[src/design/mmpd_pkg.sv]
// Shared types and constants for the moving-mean peak detector.
// Holds field widths, configuration register indexes and reset values.
// Every other design file imports this package.
`default_nettype none

package mmpd_pkg;

  // Field widths of the stream payloads.
  localparam int INT_W      = 16;
  localparam int THR_W      = 17;
  localparam int PBIN_W     = 12;
  localparam int BEAMNUM_W  = 10;
  localparam int IN_TDATA_W = 16;
  localparam int OUT_TDATA_W = 40;

  // Configuration port.
  localparam int HMIN_W     = 16;
  localparam int WSIZE_W    = 6;
  localparam int CFG_IDX_W  = 1;
  localparam int CFG_DATA_W = 16;

  localparam logic [CFG_IDX_W-1:0] CFG_HMIN        = 1'b0;
  localparam logic [CFG_IDX_W-1:0] CFG_WINDOW_SIZE = 1'b1;

  localparam logic [HMIN_W-1:0]  HMIN_RESET  = 16'd110;
  localparam logic [WSIZE_W-1:0] WSIZE_RESET = 6'd5;

  // Default sizes handed to the top level.
  localparam int DEF_MAX_WINDOW = 32;
  localparam int DEF_MAX_BINS   = 4096;
  localparam int DEF_MAX_BEAMS  = 1024;

endpackage

`default_nettype wire

[src/design/mmpd_cell.sv]
// One cell of the window shift line: holds one past bin intensity.
// On a push it takes its left neighbor's value. Depends on mmpd_pkg.
`default_nettype none

module mmpd_cell
  import mmpd_pkg::*;
(
  input  wire logic             clk,
  input  wire logic             shift_en,
  input  wire logic [INT_W-1:0] d_in,
  output logic      [INT_W-1:0] d_out
);

  logic [INT_W-1:0] data_r;

  // Window contents are only read where the fill count says they are valid.
  always_ff @(posedge clk) begin
    if (shift_en) begin
      data_r <= d_in;
    end
  end

  assign d_out = data_r;

endmodule

`default_nettype wire

[src/design/moving_mean_peak_detector_core.sv]
// The closing input beat is captured in ST_IDLE, and out_tvalid rises as that item retires
// from ST_EXEC, whose retire loads the output register holding the result beat.
// Inputs wait until the last item retires; the mean's reciprocal product is registered
// ahead of the update cycle, and the window is one read-modify-write of the cell chain.
// A result waiting on out_tready holds only the next item that also produces a result.
// Reset (rst_n low, synchronous) clears the window and bin counters, peak flag, output valid,
// restores hmin to 110 and window_size to 5; the window cells themselves need no clearing.
`default_nettype none

module moving_mean_peak_detector_core
  import mmpd_pkg::*;
#(
  parameter int MAX_WINDOW = DEF_MAX_WINDOW,
  parameter int MAX_BINS   = DEF_MAX_BINS,
  parameter int MAX_BEAMS  = DEF_MAX_BEAMS
) (
  input  wire logic                   clk,
  input  wire logic                   rst_n,
  // Input bins.
  input  wire logic                   in_tvalid,
  output logic                        in_tready,
  input  wire logic [IN_TDATA_W-1:0]  in_tdata,   // [15:0] intensity
  input  wire logic                   in_tuser,   // [0] first_bin
  // Peak results.
  output logic                        out_tvalid,
  input  wire logic                   out_tready,
  output logic      [OUT_TDATA_W-1:0] out_tdata,  // [16:0] peak_threshold,
                                                  // [28:17] peak_bin,
                                                  // [38:29] beam_number, [39] zero
  // Configuration writes.
  input  wire logic                   cfg_valid,
  output logic                        cfg_ready,
  input  wire logic [CFG_IDX_W-1:0]   cfg_index,
  input  wire logic [CFG_DATA_W-1:0]  cfg_data
);

  // Window fill count runs from zero up to MAX_WINDOW inclusive.
  localparam int CNT_W  = $clog2(MAX_WINDOW + 1);
  localparam int IDX_W  = (MAX_WINDOW > 1) ? $clog2(MAX_WINDOW) : 1;
  localparam int SUM_W  = INT_W + CNT_W;
  // The reciprocal scale covers every possible sum, so the truncated
  // estimate is either the exact quotient or one below it.
  localparam int SHIFT  = SUM_W;
  localparam int REC_W  = SHIFT + 1;
  localparam int PROD_W = SUM_W + REC_W;
  localparam int BIN_W  = $clog2(MAX_BINS);
  localparam int BEAM_W = (MAX_BEAMS > 1) ? $clog2(MAX_BEAMS) : 1;

  typedef enum logic {ST_IDLE, ST_EXEC} state_t;

  state_t state_r;

  // Configuration registers.
  logic [HMIN_W-1:0]  hmin_r;
  logic [WSIZE_W-1:0] wsize_r;

  // Running state.
  logic [CNT_W-1:0]   count_r;
  logic [SUM_W-1:0]   sum_r;
  logic               inside_r;
  logic [INT_W-1:0]   hi_height_r;
  logic [INT_W-1:0]   lo_height_r;
  logic [BIN_W-1:0]   hi_bin_r;
  logic [BIN_W-1:0]   bin_r;
  logic [BEAM_W-1:0]  beam_r;

  // Captured input beat.
  logic [INT_W-1:0]   int_r;
  logic               first_r;

  // Registered product of the window sum and the reciprocal of the count.
  logic [PROD_W-1:0]  prod_r;
  logic [PROD_W-1:0]  prod_nxt;

  logic               out_valid_r;
  logic [OUT_TDATA_W-1:0] out_data_r;

  // Reciprocal table, floor(2^SHIFT / count); entry zero is never used.
  logic [REC_W-1:0]   recip_tab [MAX_WINDOW+1];

  for (genvar g = 0; g <= MAX_WINDOW; g++) begin : g_recip
    localparam logic [63:0] RC = (64'd1 << SHIFT) / ((g == 0) ? 64'd1 : 64'(g));
    assign recip_tab[g] = (g == 0) ? '0 : RC[REC_W-1:0];
  end

  // The product is refreshed every cycle, so it always reflects the state
  // left by the previous item by the time the next one is executed.
  assign prod_nxt = PROD_W'(sum_r) * PROD_W'(recip_tab[count_r]);

  always_ff @(posedge clk) begin
    prod_r <= prod_nxt;
  end

  // Window cell chain: cell 0 holds the newest bin, cell count-1 the oldest.
  logic [INT_W-1:0] cell_q [MAX_WINDOW];
  logic             push;

  for (genvar g = 0; g < MAX_WINDOW; g++) begin : g_cell
    mmpd_cell u_cell (
      .clk      (clk),
      .shift_en (push),
      .d_in     ((g == 0) ? int_r : cell_q[(g == 0) ? 0 : g - 1]),
      .d_out    (cell_q[g])
    );
  end

  // Mean: correct the truncated reciprocal estimate by at most one.
  logic [16:0]        q_est;
  logic [SUM_W:0]     q_times_c;
  logic [SUM_W:0]     q_rem;
  logic [INT_W-1:0]   mean;

  always_comb begin
    q_est     = prod_r[SHIFT +: 17];
    q_times_c = (SUM_W + 1)'(q_est) * (SUM_W + 1)'(count_r);
    q_rem     = {1'b0, sum_r} - q_times_c;
    if (first_r || count_r == '0) begin
      mean = '0;
    end else if (q_rem >= (SUM_W + 1)'(count_r)) begin
      mean = INT_W'(q_est + 17'd1);
    end else begin
      mean = INT_W'(q_est);
    end
  end

  // Height of the current bin above the mean, as a signed difference.
  logic [17:0]      height;
  logic             is_peak_bin;
  logic [INT_W-1:0] h;

  assign height      = {2'b00, int_r} - {2'b00, mean};
  assign is_peak_bin = !height[17] && (height[16:0] > {1'b0, hmin_r});
  assign h           = height[INT_W-1:0];

  // A beam start clears the window, the peak and the bin counter first.
  logic [CNT_W-1:0]  count_base;
  logic [SUM_W-1:0]  sum_base;
  logic              inside_cur;
  logic [BIN_W-1:0]  bin_cur;
  logic [BEAM_W-1:0] beam_cur;

  assign count_base = first_r ? '0 : count_r;
  assign sum_base   = first_r ? '0 : sum_r;
  assign inside_cur = first_r ? 1'b0 : inside_r;
  assign bin_cur    = first_r ? '0 : bin_r;

  always_comb begin
    if (!first_r) begin
      beam_cur = beam_r;
    end else if (32'(beam_r) == MAX_BEAMS - 1) begin
      beam_cur = '0;
    end else begin
      beam_cur = beam_r + 1'b1;
    end
  end

  // Peak tracking.
  logic             produce;
  logic             inside_nxt;
  logic [INT_W-1:0] hi_height_nxt;
  logic [INT_W-1:0] lo_height_nxt;
  logic [BIN_W-1:0] hi_bin_nxt;

  always_comb begin
    produce       = 1'b0;
    inside_nxt    = inside_cur;
    hi_height_nxt = hi_height_r;
    lo_height_nxt = lo_height_r;
    hi_bin_nxt    = hi_bin_r;
    priority if (is_peak_bin && !inside_cur) begin
      inside_nxt    = 1'b1;
      hi_height_nxt = h;
      lo_height_nxt = h;
      hi_bin_nxt    = bin_cur;
    end else if (is_peak_bin && h > hi_height_r) begin
      hi_height_nxt = h;
      hi_bin_nxt    = bin_cur;
    end else if (is_peak_bin && h < lo_height_r) begin
      lo_height_nxt = h;
    end else if (!is_peak_bin && inside_cur) begin
      produce    = 1'b1;
      inside_nxt = 1'b0;
    end else begin
      inside_nxt = inside_cur;
    end
  end

  // The item retires unless its result would overwrite one still waiting.
  logic advance;
  logic out_valid_nxt;

  assign advance = (state_r == ST_EXEC) && (!produce || !out_valid_r || out_tready);
  assign push    = advance && !inside_nxt;

  // A new result replaces the one taken in the same cycle; otherwise a waiting one stays.
  assign out_valid_nxt = (advance && produce) || (out_valid_r && !out_tready);

  // Window update: drop the oldest bin once the window is full.
  logic [CNT_W-1:0] win_eff;
  logic             full;
  logic [CNT_W-1:0] oldest_pos;
  logic [INT_W-1:0] evict;
  logic [SUM_W-1:0] sum_nxt;
  logic [CNT_W-1:0] count_nxt;

  always_comb begin
    if (wsize_r == '0) begin
      win_eff = CNT_W'(1);
    end else if (32'(wsize_r) > MAX_WINDOW) begin
      win_eff = CNT_W'(MAX_WINDOW);
    end else begin
      win_eff = CNT_W'(wsize_r);
    end
  end

  assign full       = count_base >= win_eff;
  assign oldest_pos = count_base - 1'b1;
  assign evict      = cell_q[oldest_pos[IDX_W-1:0]];
  assign sum_nxt    = sum_base - (full ? SUM_W'(evict) : '0) + SUM_W'(int_r);
  assign count_nxt  = full ? count_base : count_base + 1'b1;

  logic [BIN_W-1:0] bin_nxt;

  assign bin_nxt = (32'(bin_cur) == MAX_BINS - 1) ? '0 : bin_cur + 1'b1;

  logic [THR_W-1:0] threshold;

  assign threshold = THR_W'({1'b0, mean} + {1'b0, lo_height_r});

  // Sequencer, window state and output register.
  always_ff @(posedge clk) begin
    if (!rst_n) begin
      state_r     <= ST_IDLE;
      hmin_r      <= HMIN_RESET;
      wsize_r     <= WSIZE_RESET;
      count_r     <= '0;
      sum_r       <= '0;
      inside_r    <= 1'b0;
      bin_r       <= '0;
      beam_r      <= BEAM_W'(MAX_BEAMS - 1);
      out_valid_r <= 1'b0;
    end else begin
      if (cfg_valid && cfg_ready) begin
        unique case (cfg_index)
          CFG_HMIN:        hmin_r  <= cfg_data[HMIN_W-1:0];
          CFG_WINDOW_SIZE: wsize_r <= cfg_data[WSIZE_W-1:0];
          default:         hmin_r  <= hmin_r;
        endcase
      end

      out_valid_r <= out_valid_nxt;

      unique case (state_r)
        ST_IDLE: begin
          if (in_tvalid) begin
            state_r <= ST_EXEC;
          end
        end
        ST_EXEC: begin
          if (advance) begin
            state_r  <= ST_IDLE;
            inside_r <= inside_nxt;
            bin_r    <= bin_nxt;
            beam_r   <= beam_cur;
            if (push) begin
              count_r <= count_nxt;
              sum_r   <= sum_nxt;
            end else begin
              count_r <= count_base;
              sum_r   <= sum_base;
            end
            if (produce) begin
              out_data_r <= {1'b0, BEAMNUM_W'(beam_cur), PBIN_W'(hi_bin_r), threshold};
            end
          end
        end
        default: state_r <= ST_IDLE;
      endcase
    end
  end

  // Payload registers.
  always_ff @(posedge clk) begin
    if (state_r == ST_IDLE && in_tvalid) begin
      int_r   <= in_tdata[INT_W-1:0];
      first_r <= in_tuser;
    end
    if (advance) begin
      hi_height_r <= hi_height_nxt;
      lo_height_r <= lo_height_nxt;
      hi_bin_r    <= hi_bin_nxt;
    end
  end

  // Nothing is taken while reset is held.
  assign in_tready  = rst_n && (state_r == ST_IDLE);
  assign out_tvalid = out_valid_r;
  assign out_tdata  = out_data_r;
  assign cfg_ready  = rst_n;

endmodule

`default_nettype wire

[config.mk]
export PLATFORM = sky130hd
export DESIGN_NAME = moving_mean_peak_detector_core
export DESIGN_NICKNAME = d
export VERILOG_FILES = /design/src/design/mmpd_pkg.sv /design/src/design/mmpd_cell.sv /design/src/design/moving_mean_peak_detector_core.sv
export SDC_FILE = /design/constraint.sdc
export NUM_CORES = 2
export LEC_CHECK = 0
export BUFFER_PORTS_ARGS = -buffer_cell sky130_fd_sc_hd__buf_2
export CORE_MARGIN = 3
export CORE_UTILIZATION = 30
export DETAILED_ROUTE_END_ITERATION = 16
export GPL_TIMING_DRIVEN = 0
export SLEW_MARGIN = 5
export SYNTH_ARGS = -nofsm -noshare
export SYNTH_HDL_FRONTEND = slang
export SYNTH_HIERARCHICAL = 1
export SYNTH_SLANG_ARGS = --single-unit
export TNS_END_PERCENT = 10
[constraint.sdc]
create_clock -name clk -period 40.3 [get_ports clk]
set_clock_uncertainty 0.2 [all_clocks]
set_input_delay 4.03 -clock clk [delete_from_list [all_inputs] [get_ports clk]]
set_output_delay 4.03 -clock clk [all_outputs]
set_load 0.1 [all_outputs]
; ---- After elaboration in Yosys (flattened, before gate mapping)
; Memory sizes are Yosys's and may differ from the RTL's.
; Index checks and enable logic that the tools add are counted.
[totals]
reg_bits = 726
rom_bits = 1472
out_inout_bits = 43
word_cells = 147
n_memories = 1
[classes]
n_addsub = 10
multipliers = 2
magnitude_cmp = 8
eq_ne = 3
mux = 38
bitwise = 4
n_reduce_logical = 33
[memory_table]
columns = name, words, word_bits, rd, rd_clocked_by_memory_dff, wr, line_no
row1 = (name not given), 64, 23, 1, 0, 0, moving_mean_peak_detector_core.sv:88  ; assign prod_nxt = PROD_W'(sum_r) * PROD_W'(recip_tab[count_r]);
[ops]
columns = op, n
row1 = 16-bit two-way mux, 10
row2 = 16-bit binary-select mux with 5-bit select, 1
row3 = 12-bit two-way mux, 4
row4 = 23-bit two-way mux, 2
row5 = 22-bit two-way mux, 2
row6 = 22-bit by 23-bit multiplier with 39-bit output, 1
row7 = 6-bit two-way mux, 5
row8 = 23-bit by 6-bit >= comparator with 1-bit output, 1
row9 = 17-bit by 6-bit multiplier with 23-bit output, 1
row10 = 22-bit by 23-bit subtractor with 23-bit output, 1
row11 = 22-bit by 16-bit adder with 22-bit output, 1
row12 = 22-bit by 16-bit subtractor with 22-bit output, 1
row13 = 10-bit two-way mux, 2
row14 = 16-bit by 16-bit adder with 17-bit output, 1
row15 = 17-bit by 16-bit greater-than comparator with 1-bit output, 1
row16 = 16-bit by 16-bit subtractor with 17-bit output, 1
row17 = 16-bit by 1-bit adder with 16-bit output (second input constant), 1
row18 = 16-bit greater-than comparator, 1
row19 = 16-bit < comparator, 1
row20 = 12-bit by 1-bit adder with 12-bit output (second input constant), 1
row21 = 12-bit == test (second input constant), 1
row22 = 1-bit logical AND, 12
row23 = 6-bit logical NOT, 2
row24 = 1-bit two-way mux, 11
row25 = 19 further kinds, 33

; ---- Depth between registers and ports, before layout
[depth]
word_depth = 20
mapped_depth = 51

; ---- Hierarchy
; The synthesis kept the hierarchy.
[by_module_without_submodules]
columns = module, instances, cells_each, area_each_um2, seq_area_each_um2
row1 = moving_mean_peak_detector_core, 1, 3732, 34740.8, 4844.6
row2 = mmpd_cell, 32, 16, 480.5, 480.5

; ---- Worst setup path after synthesis
; OpenSTA, ideal clock, no wires.
[synth_path]
path_type = reg-to-reg
startpoint = register count_r[3]
endpoint = register sum_r[18]
setup_time_ns = 0.797
arrival_time_ns = 25.221
required_time_ns = 39.303
setup_slack_ns = 14.082
path_stages_with_launch = 48
path_buffers = 8
synth_period_minus_slack_ns = 26.218
cell_sequence = dfxtp_1 > clkbuf_1 > clkbuf_1 > buf_1 > buf_1 > clkbuf_1 > clkbuf_1 > nand2_1 > fa_1 > fa_1 > fa_1 > inv_1 > fa_1 > inv_1 > ha_1 > xnor2_1 > ha_1 > o21bai_1 > [12 not listed] > a21o_1 > a21oi_1 > o21a_1 > o31ai_1 > o41ai_1 > o21bai_1 > a21oi_1 > xnor2_1 > ha_1 > a21o_1 > a21oi_1 > o211ai_1 > o41a_1 > and2_1 > a21o_1 > inv_2 > clkbuf_1 > a211oi_1
[synth_via]
elab_chain_len = 20
elab_cells_between_ends = 44
[synth_lines]
columns = element, line_no
row1 = from (decl), moving_mean_peak_detector_core.sv:58  ; logic [CNT_W-1:0] count_r;
row2 = from (signal assigned), moving_mean_peak_detector_core.sv:266  ; count_r <= count_nxt;
row3 = from (signal assigned), moving_mean_peak_detector_core.sv:269  ; count_r <= count_base;
row4 = 17-bit by 6-bit multiplier with 23-bit output, moving_mean_peak_detector_core.sv:115  ; q_times_c = (SUM_W + 1)'(q_est) * (SUM_W + 1)'(count_r);
row5 = 22-bit by 23-bit subtractor with 23-bit output, moving_mean_peak_detector_core.sv:116  ; q_rem = {1'b0, sum_r} - q_times_c;
row6 = 23-bit by 6-bit >= comparator with 1-bit output, moving_mean_peak_detector_core.sv:119  ; end else if (q_rem >= (SUM_W + 1)'(count_r)) begin
row7 = 16-bit two-way mux, moving_mean_peak_detector_core.sv:119
row8 = 16-bit two-way mux *, moving_mean_peak_detector_core.sv:117  ; if (first_r || count_r == '0) begin
row9 = 16-bit by 16-bit subtractor with 17-bit output *, moving_mean_peak_detector_core.sv:131  ; assign height = {2'b00, int_r} - {2'b00, mean};
row10 = named net height[14], moving_mean_peak_detector_core.sv:127  ; logic [17:0] height;
row11 = 17-bit by 16-bit greater-than comparator with 1-bit output, moving_mean_peak_detector_core.sv:132  ; assign is_peak_bin = !height[17] && (height[16:0] > {1'b0, hmin_r});
row12 = [5 not listed], --
row13 = 1-bit two-way mux, moving_mean_peak_detector_core.sv:175  ; end else if (is_peak_bin && h > hi_height_r) begin
row14 = 1-bit two-way mux, moving_mean_peak_detector_core.sv:170  ; priority if (is_peak_bin && !inside_cur) begin
row15 = 1-bit logical NOT, moving_mean_peak_detector_core.sv:192  ; assign advance = (state_r == ST_EXEC) && (!produce || !out_valid_r || out_tready);
row16 = 1-bit logical OR (2 in series), moving_mean_peak_detector_core.sv:192
row17 = 1-bit logical AND, moving_mean_peak_detector_core.sv:192
row18 = 1-bit logical AND *, moving_mean_peak_detector_core.sv:193  ; assign push = advance && !inside_nxt;
row19 = named net push, moving_mean_peak_detector_core.sv:96  ; logic push;
row20 = 22-bit two-way mux *, moving_mean_peak_detector_core.sv:265  ; if (push) begin
row21 = to (signal assigned), moving_mean_peak_detector_core.sv:267  ; sum_r <= sum_nxt;
row22 = to (signal assigned), moving_mean_peak_detector_core.sv:270  ; sum_r <= sum_base;
row23 = to (decl), moving_mean_peak_detector_core.sv:59  ; logic [SUM_W-1:0] sum_r;
; The timed path passes the listed nets; every way through them passes the cells marked *. The select of a mux whose other input is x is not followed.
; A chain may end at the register's enable or synchronous reset.

; ---- Worst setup path after layout
[layout_path]
startpoint = register count_r[3]
endpoint = register out_data_r[19] (netlist: out_tdata[19]), enable pin
[layout_via]
elab_chain_len = 19
elab_cells_between_ends = 27
[layout_lines]
columns = element, line_no
row1 = 17-bit by 6-bit multiplier with 23-bit output, moving_mean_peak_detector_core.sv:115
row2 = 22-bit by 23-bit subtractor with 23-bit output, moving_mean_peak_detector_core.sv:116
row3 = 23-bit by 6-bit >= comparator with 1-bit output, moving_mean_peak_detector_core.sv:119
row4 = 16-bit two-way mux, moving_mean_peak_detector_core.sv:119
row5 = 16-bit two-way mux *, moving_mean_peak_detector_core.sv:117
row6 = 16-bit by 16-bit subtractor with 17-bit output *, moving_mean_peak_detector_core.sv:131
row7 = named net height[14], moving_mean_peak_detector_core.sv:127
row8 = 17-bit by 16-bit greater-than comparator with 1-bit output, moving_mean_peak_detector_core.sv:132
row9 = [3 not listed], --
row10 = 1-bit two-way mux, moving_mean_peak_detector_core.sv:180  ; end else if (!is_peak_bin && inside_cur) begin
row11 = 1-bit two-way mux, moving_mean_peak_detector_core.sv:178  ; end else if (is_peak_bin && h < lo_height_r) begin
row12 = 1-bit two-way mux, moving_mean_peak_detector_core.sv:175
row13 = 1-bit two-way mux *, moving_mean_peak_detector_core.sv:170
row14 = 1-bit logical NOT, moving_mean_peak_detector_core.sv:192
row15 = 1-bit logical OR (2 in series), moving_mean_peak_detector_core.sv:192
row16 = 1-bit logical AND, moving_mean_peak_detector_core.sv:192
row17 = 4-bit AND reduction (no source line) *, --
row18 = to (signal assigned), moving_mean_peak_detector_core.sv:273  ; out_data_r <= {1'b0, BEAMNUM_W'(beam_cur), PBIN_W'(hi_bin_r), threshold};
row19 = to (decl), moving_mean_peak_detector_core.sv:76  ; logic [OUT_TDATA_W-1:0] out_data_r;
; The timed path passes the listed nets; every way through them passes the cells marked *.

==> results.rst <==
.. list-table::
   :header-rows: 1

   * - Metric
     - Value
   * - HPWL after detailed placement
     - 99900 um
   * - Synth Area per Inst
     - 11.8 um^2
   * - Total Wirelength
     - 128000 um
   * - Highest fanout seen on the critical path
     - 12
   * - Combined buffer and inverter count along the critical path
     - 14
   * - Number of iterations in the first detailed-routing pass
     - 5
   * - Clock transition at the registers of the reported paths
     - 0.06 ns
   * - Hold-fix buffers, CTS
     - 0
   * - DRC marker count from the first detailed-route iteration
     - 2696
   * - Horizontal die dimension
     - 415 um
   * - Crit. End Element
     - flop
   * - Final hold violation count
     - 0
   * - H-tree depth
     - 3
   * - Syn nets
     - 5068
   * - Leakage power figure
     - 21.2 nW
   * - Antenna fix cells
     - 0
   * - Global-route wire length before repair
     - 200000 um
   * - Number of antenna violations at the first check in global routing
     - 1
   * - Worst VDD drop
     - 0.0360 mV
   * - Number of enable flip-flop cells after synthesis
     - 612
   * - Design Power
     - 2.00 mW
   * - Total standard cell area after synthesis
     - 50100 um^2
   * - Vias post-DR
     - 32452
   * - Standard-cell rows
     - 149
   * - Proportion of synthesized flip-flops having asynchronous set or reset
     - 0%
   * - Power density of the placed cells
     - 35.8 nW/um^2
   * - Worst Setup Start Kind
     - flop
   * - Final Wtd Congestion
     - 0.867
   * - Setup Fix Bufs, Post-CTS
     - 0
   * - DRC viols
     - 0
   * - #FFs+latches synth
     - 704
   * - Number of max-capacitance violations reported
     - 0
   * - TritonCTS clock tree
     - yes
   * - Number of antenna-violating nets in the routed design
     - 0
   * - Overall routing resource usage
     - 14.9%
   * - Final-report setup violation count
     - 0
   * - Most common flop cell mapped by yosys
     - sky130_fd_sc_hd__edfxtp_1
   * - Worst min path class
     - reg2reg
   * - Worst max-slew margin expressed relative to the limit
     - 7.72%
   * - Global-route congestion overflow total
     - 0
   * - Post-synthesis sequential area ratio
     - 40.3%
   * - Fin worst setup slack
     - 24.63 ns
   * - CTS-repair resized insts
     - 0
   * - Layout-stage area growth over the synthesis result
     - 11.2%
   * - Critical path's largest stage delay
     - 0.70 ns
   * - Clock sink total
     - 704
   * - Port bufs
     - 77
   * - Standard cell with the maximum stage delay on the critical path
     - sky130_fd_sc_hd__nor3_2
   * - Final critical delay including setup and external delays
     - 15.67 ns
   * - Number of instances in the synthesized netlist
     - 4244
   * - Dominant cell type by area after synthesis
     - sky130_fd_sc_hd__edfxtp_1
   * - Tightest Pin Transition
     - 1.37 ns
   * - Via-to-Cell Ratio
     - 4.88
   * - Yosys cell types
     - 82
   * - Initial core utilization
     - 30.3%
   * - Status
     - completed
   * - Crit path DAT
     - 15.81 ns
   * - RSZ-0062 raised after global routing
     - no
   * - Summed negative setup slack over all endpoints
     - 0 ns
   * - Core area
     - 166000 um^2
   * - Leading cell types by total area after synthesis
     - sky130_fd_sc_hd__edfxtp_1 (37%), sky130_fd_sc_hd__fa_1 (20%), sky130_fd_sc_hd__mux4_2 (7.2%)
   * - Final period util
     - 38.9%
   * - Routed len/inst
     - 19.2 um
   * - Post-place setup slack
     - 24.92 ns
   * - Source-to-sink clock delay at the later pin of the worst-skew pair
     - 0.65 ns
   * - Cts bufs inserted
     - 68
   * - Warnings from Yosys
     - 6
   * - Cell chosen for the clock root
     - sky130_fd_sc_hd__clkbuf_16
   * - Portion of synthesized cell area occupied by the leading cell type
     - 36.7%
   * - Slew Limit Fails
     - 0
   * - Vertical die dimension
     - 415 um
   * - Maximum number of pins on one net before global-route repair
     - 71
   * - Category of the critical setup timing path
     - reg2reg
   * - Nets
     - 5232
   * - Number of global-route vias before repair
     - 33669
   * - Cell family with the largest share of critical-path delay
     - buffers and inverters
   * - Required time at the worst-slack endpoint
     - 40.43 ns
   * - Clock Tree Buf Depth
     - 3
   * - Io pins
     - 82
   * - Maximum frequency from static timing analysis
     - 63.8 MHz
   * - Die footprint
     - 172000 um^2
   * - Ratio of cells with drive above 1 in the final layout
     - 8.68%
layout by cell type (no fill, tap or decap), types with 68 or more instances in the layout:
master                        n
sky130_fd_sc_hd__inv_1      635
sky130_fd_sc_hd__edfxtp_1   612
sky130_fd_sc_hd__nand2_1    582
sky130_fd_sc_hd__fa_1       500
sky130_fd_sc_hd__ha_1       285
sky130_fd_sc_hd__clkbuf_1   198
sky130_fd_sc_hd__and2_1     166
sky130_fd_sc_hd__mux4_2     160
sky130_fd_sc_hd__nor2_1     140
sky130_fd_sc_hd__a21oi_1    127
sky130_fd_sc_hd__dfxtp_1     92
sky130_fd_sc_hd__buf_2       83
sky130_fd_sc_hd__nand3_1     81
sky130_fd_sc_hd__clkbuf_16   70
sky130_fd_sc_hd__o21ai_0     69
sky130_fd_sc_hd__xnor2_1     68
routing by layer:
layer  GRT usage, %  share of wire (%)  vias to the layer above  wire length (um)
li1               -                  -                    14671                 -
met1           20.2                 43                    16565             55400
met2           24.3                 47                     1000             60100
met3           2.91                6.5                      216              8280
met4           4.25                3.1                        0              3960
met5              0                  0                        -                 0
final timing paths:
| check | start | endpoint | slack [ns] | depth (start not counted) |
|---|---|---|---|---|
| worst max-delay path | count_r[3] | out_tdata[19] | 24.63 | 49 |
| worst min register to register | hi_bin_r[11] | out_tdata[28] | 0.22 | 0 |
| worst min-delay path | hi_bin_r[11] | out_tdata[28] | 0.22 | 0 |
| worst max register to register | count_r[3] | out_tdata[19] | 24.63 | 49 |
synthesized netlist by cell type (11+ instances only):
cell and count:
sky130_fd_sc_hd__a211oi_1 14, sky130_fd_sc_hd__a21o_1 39, sky130_fd_sc_hd__a21oi_1 127, sky130_fd_sc_hd__a31oi_1 24, sky130_fd_sc_hd__and2_1 166, sky130_fd_sc_hd__and3_1 41, sky130_fd_sc_hd__buf_1 20, sky130_fd_sc_hd__clkbuf_1 188
sky130_fd_sc_hd__dfxtp_1 92, sky130_fd_sc_hd__edfxtp_1 612, sky130_fd_sc_hd__fa_1 500, sky130_fd_sc_hd__ha_1 285, sky130_fd_sc_hd__inv_1 635, sky130_fd_sc_hd__mux2i_1 29, sky130_fd_sc_hd__mux4_2 160, sky130_fd_sc_hd__nand2_1 582
sky130_fd_sc_hd__nand2b_1 18, sky130_fd_sc_hd__nand3_1 81, sky130_fd_sc_hd__nand4_1 20, sky130_fd_sc_hd__nor2_1 140, sky130_fd_sc_hd__nor2b_1 23, sky130_fd_sc_hd__nor3_1 41, sky130_fd_sc_hd__nor4_1 17, sky130_fd_sc_hd__o211ai_1 14
sky130_fd_sc_hd__o21a_1 26, sky130_fd_sc_hd__o21ai_0 69, sky130_fd_sc_hd__o21bai_1 11, sky130_fd_sc_hd__o31ai_1 15, sky130_fd_sc_hd__or3_1 16, sky130_fd_sc_hd__xnor2_1 68, sky130_fd_sc_hd__xor2_1 31
state kept, by name (all words and copies together) (netlist names), 16 cells and up:
register / cells
hmin_r: 16
prod_r: 17
g_cell.u_cell/d_out: 512
sum_r: 22
hi_height_r: 16
int_r: 16
out_tdata: 39
lo_height_r: 16
logic make-up after synthesis:
| kind of cell | Yosys count | synth area share, % |
|---|---|---|
| AOI/OAI and AO/OA | 409 | 5.28 |
| xor gates and xnor gates | 99 | 1.73 |
| adders and majority gates | 785 | 27.1 |
| buffers and inverters | 857 | 6.46 |
| DFF | 704 | 40.3 |
| muxes | 197 | 7.98 |
| other | 1 | 0.00748 |
| and+or+nand+nor | 1192 | 11.1 |
through the flow:
step | util (%) | std cells | hold WS (ns) | cell area [um^2]
floorplan | - | 4244 | 0.200 | 50100
global placement | 32.2 | 6510 | 0.203 | 53200
detailed placement | 32.4 | 6527 | 0.206 | 53600
CTS | 33.7 | 6648 | 0.218 | 55800
global route | 33.7 | 6648 | 0.224 | 55800
finish | 33.7 | 6648 | 0.216 | 55800
power by group:
group	switching, mW	internal, mW	leakage, nW
clock	0.284	0.347	1.05
sequential	0.0438	0.883	6.38
combinational	0.270	0.169	13.8
total	0.597	1.40	21.2
cell type report:
cell class                 count  area (um^2)
inverter                     640         2400
tap                         2189         2740
timing repair buffer          94          696
clock inverter                40          367
fill                       16419       110000
multi-input combinational   2683        26700
clock buffer                  81         1790
buffer                       217          841
sequential                   704        20200
(Power assumes the default switching activity.)
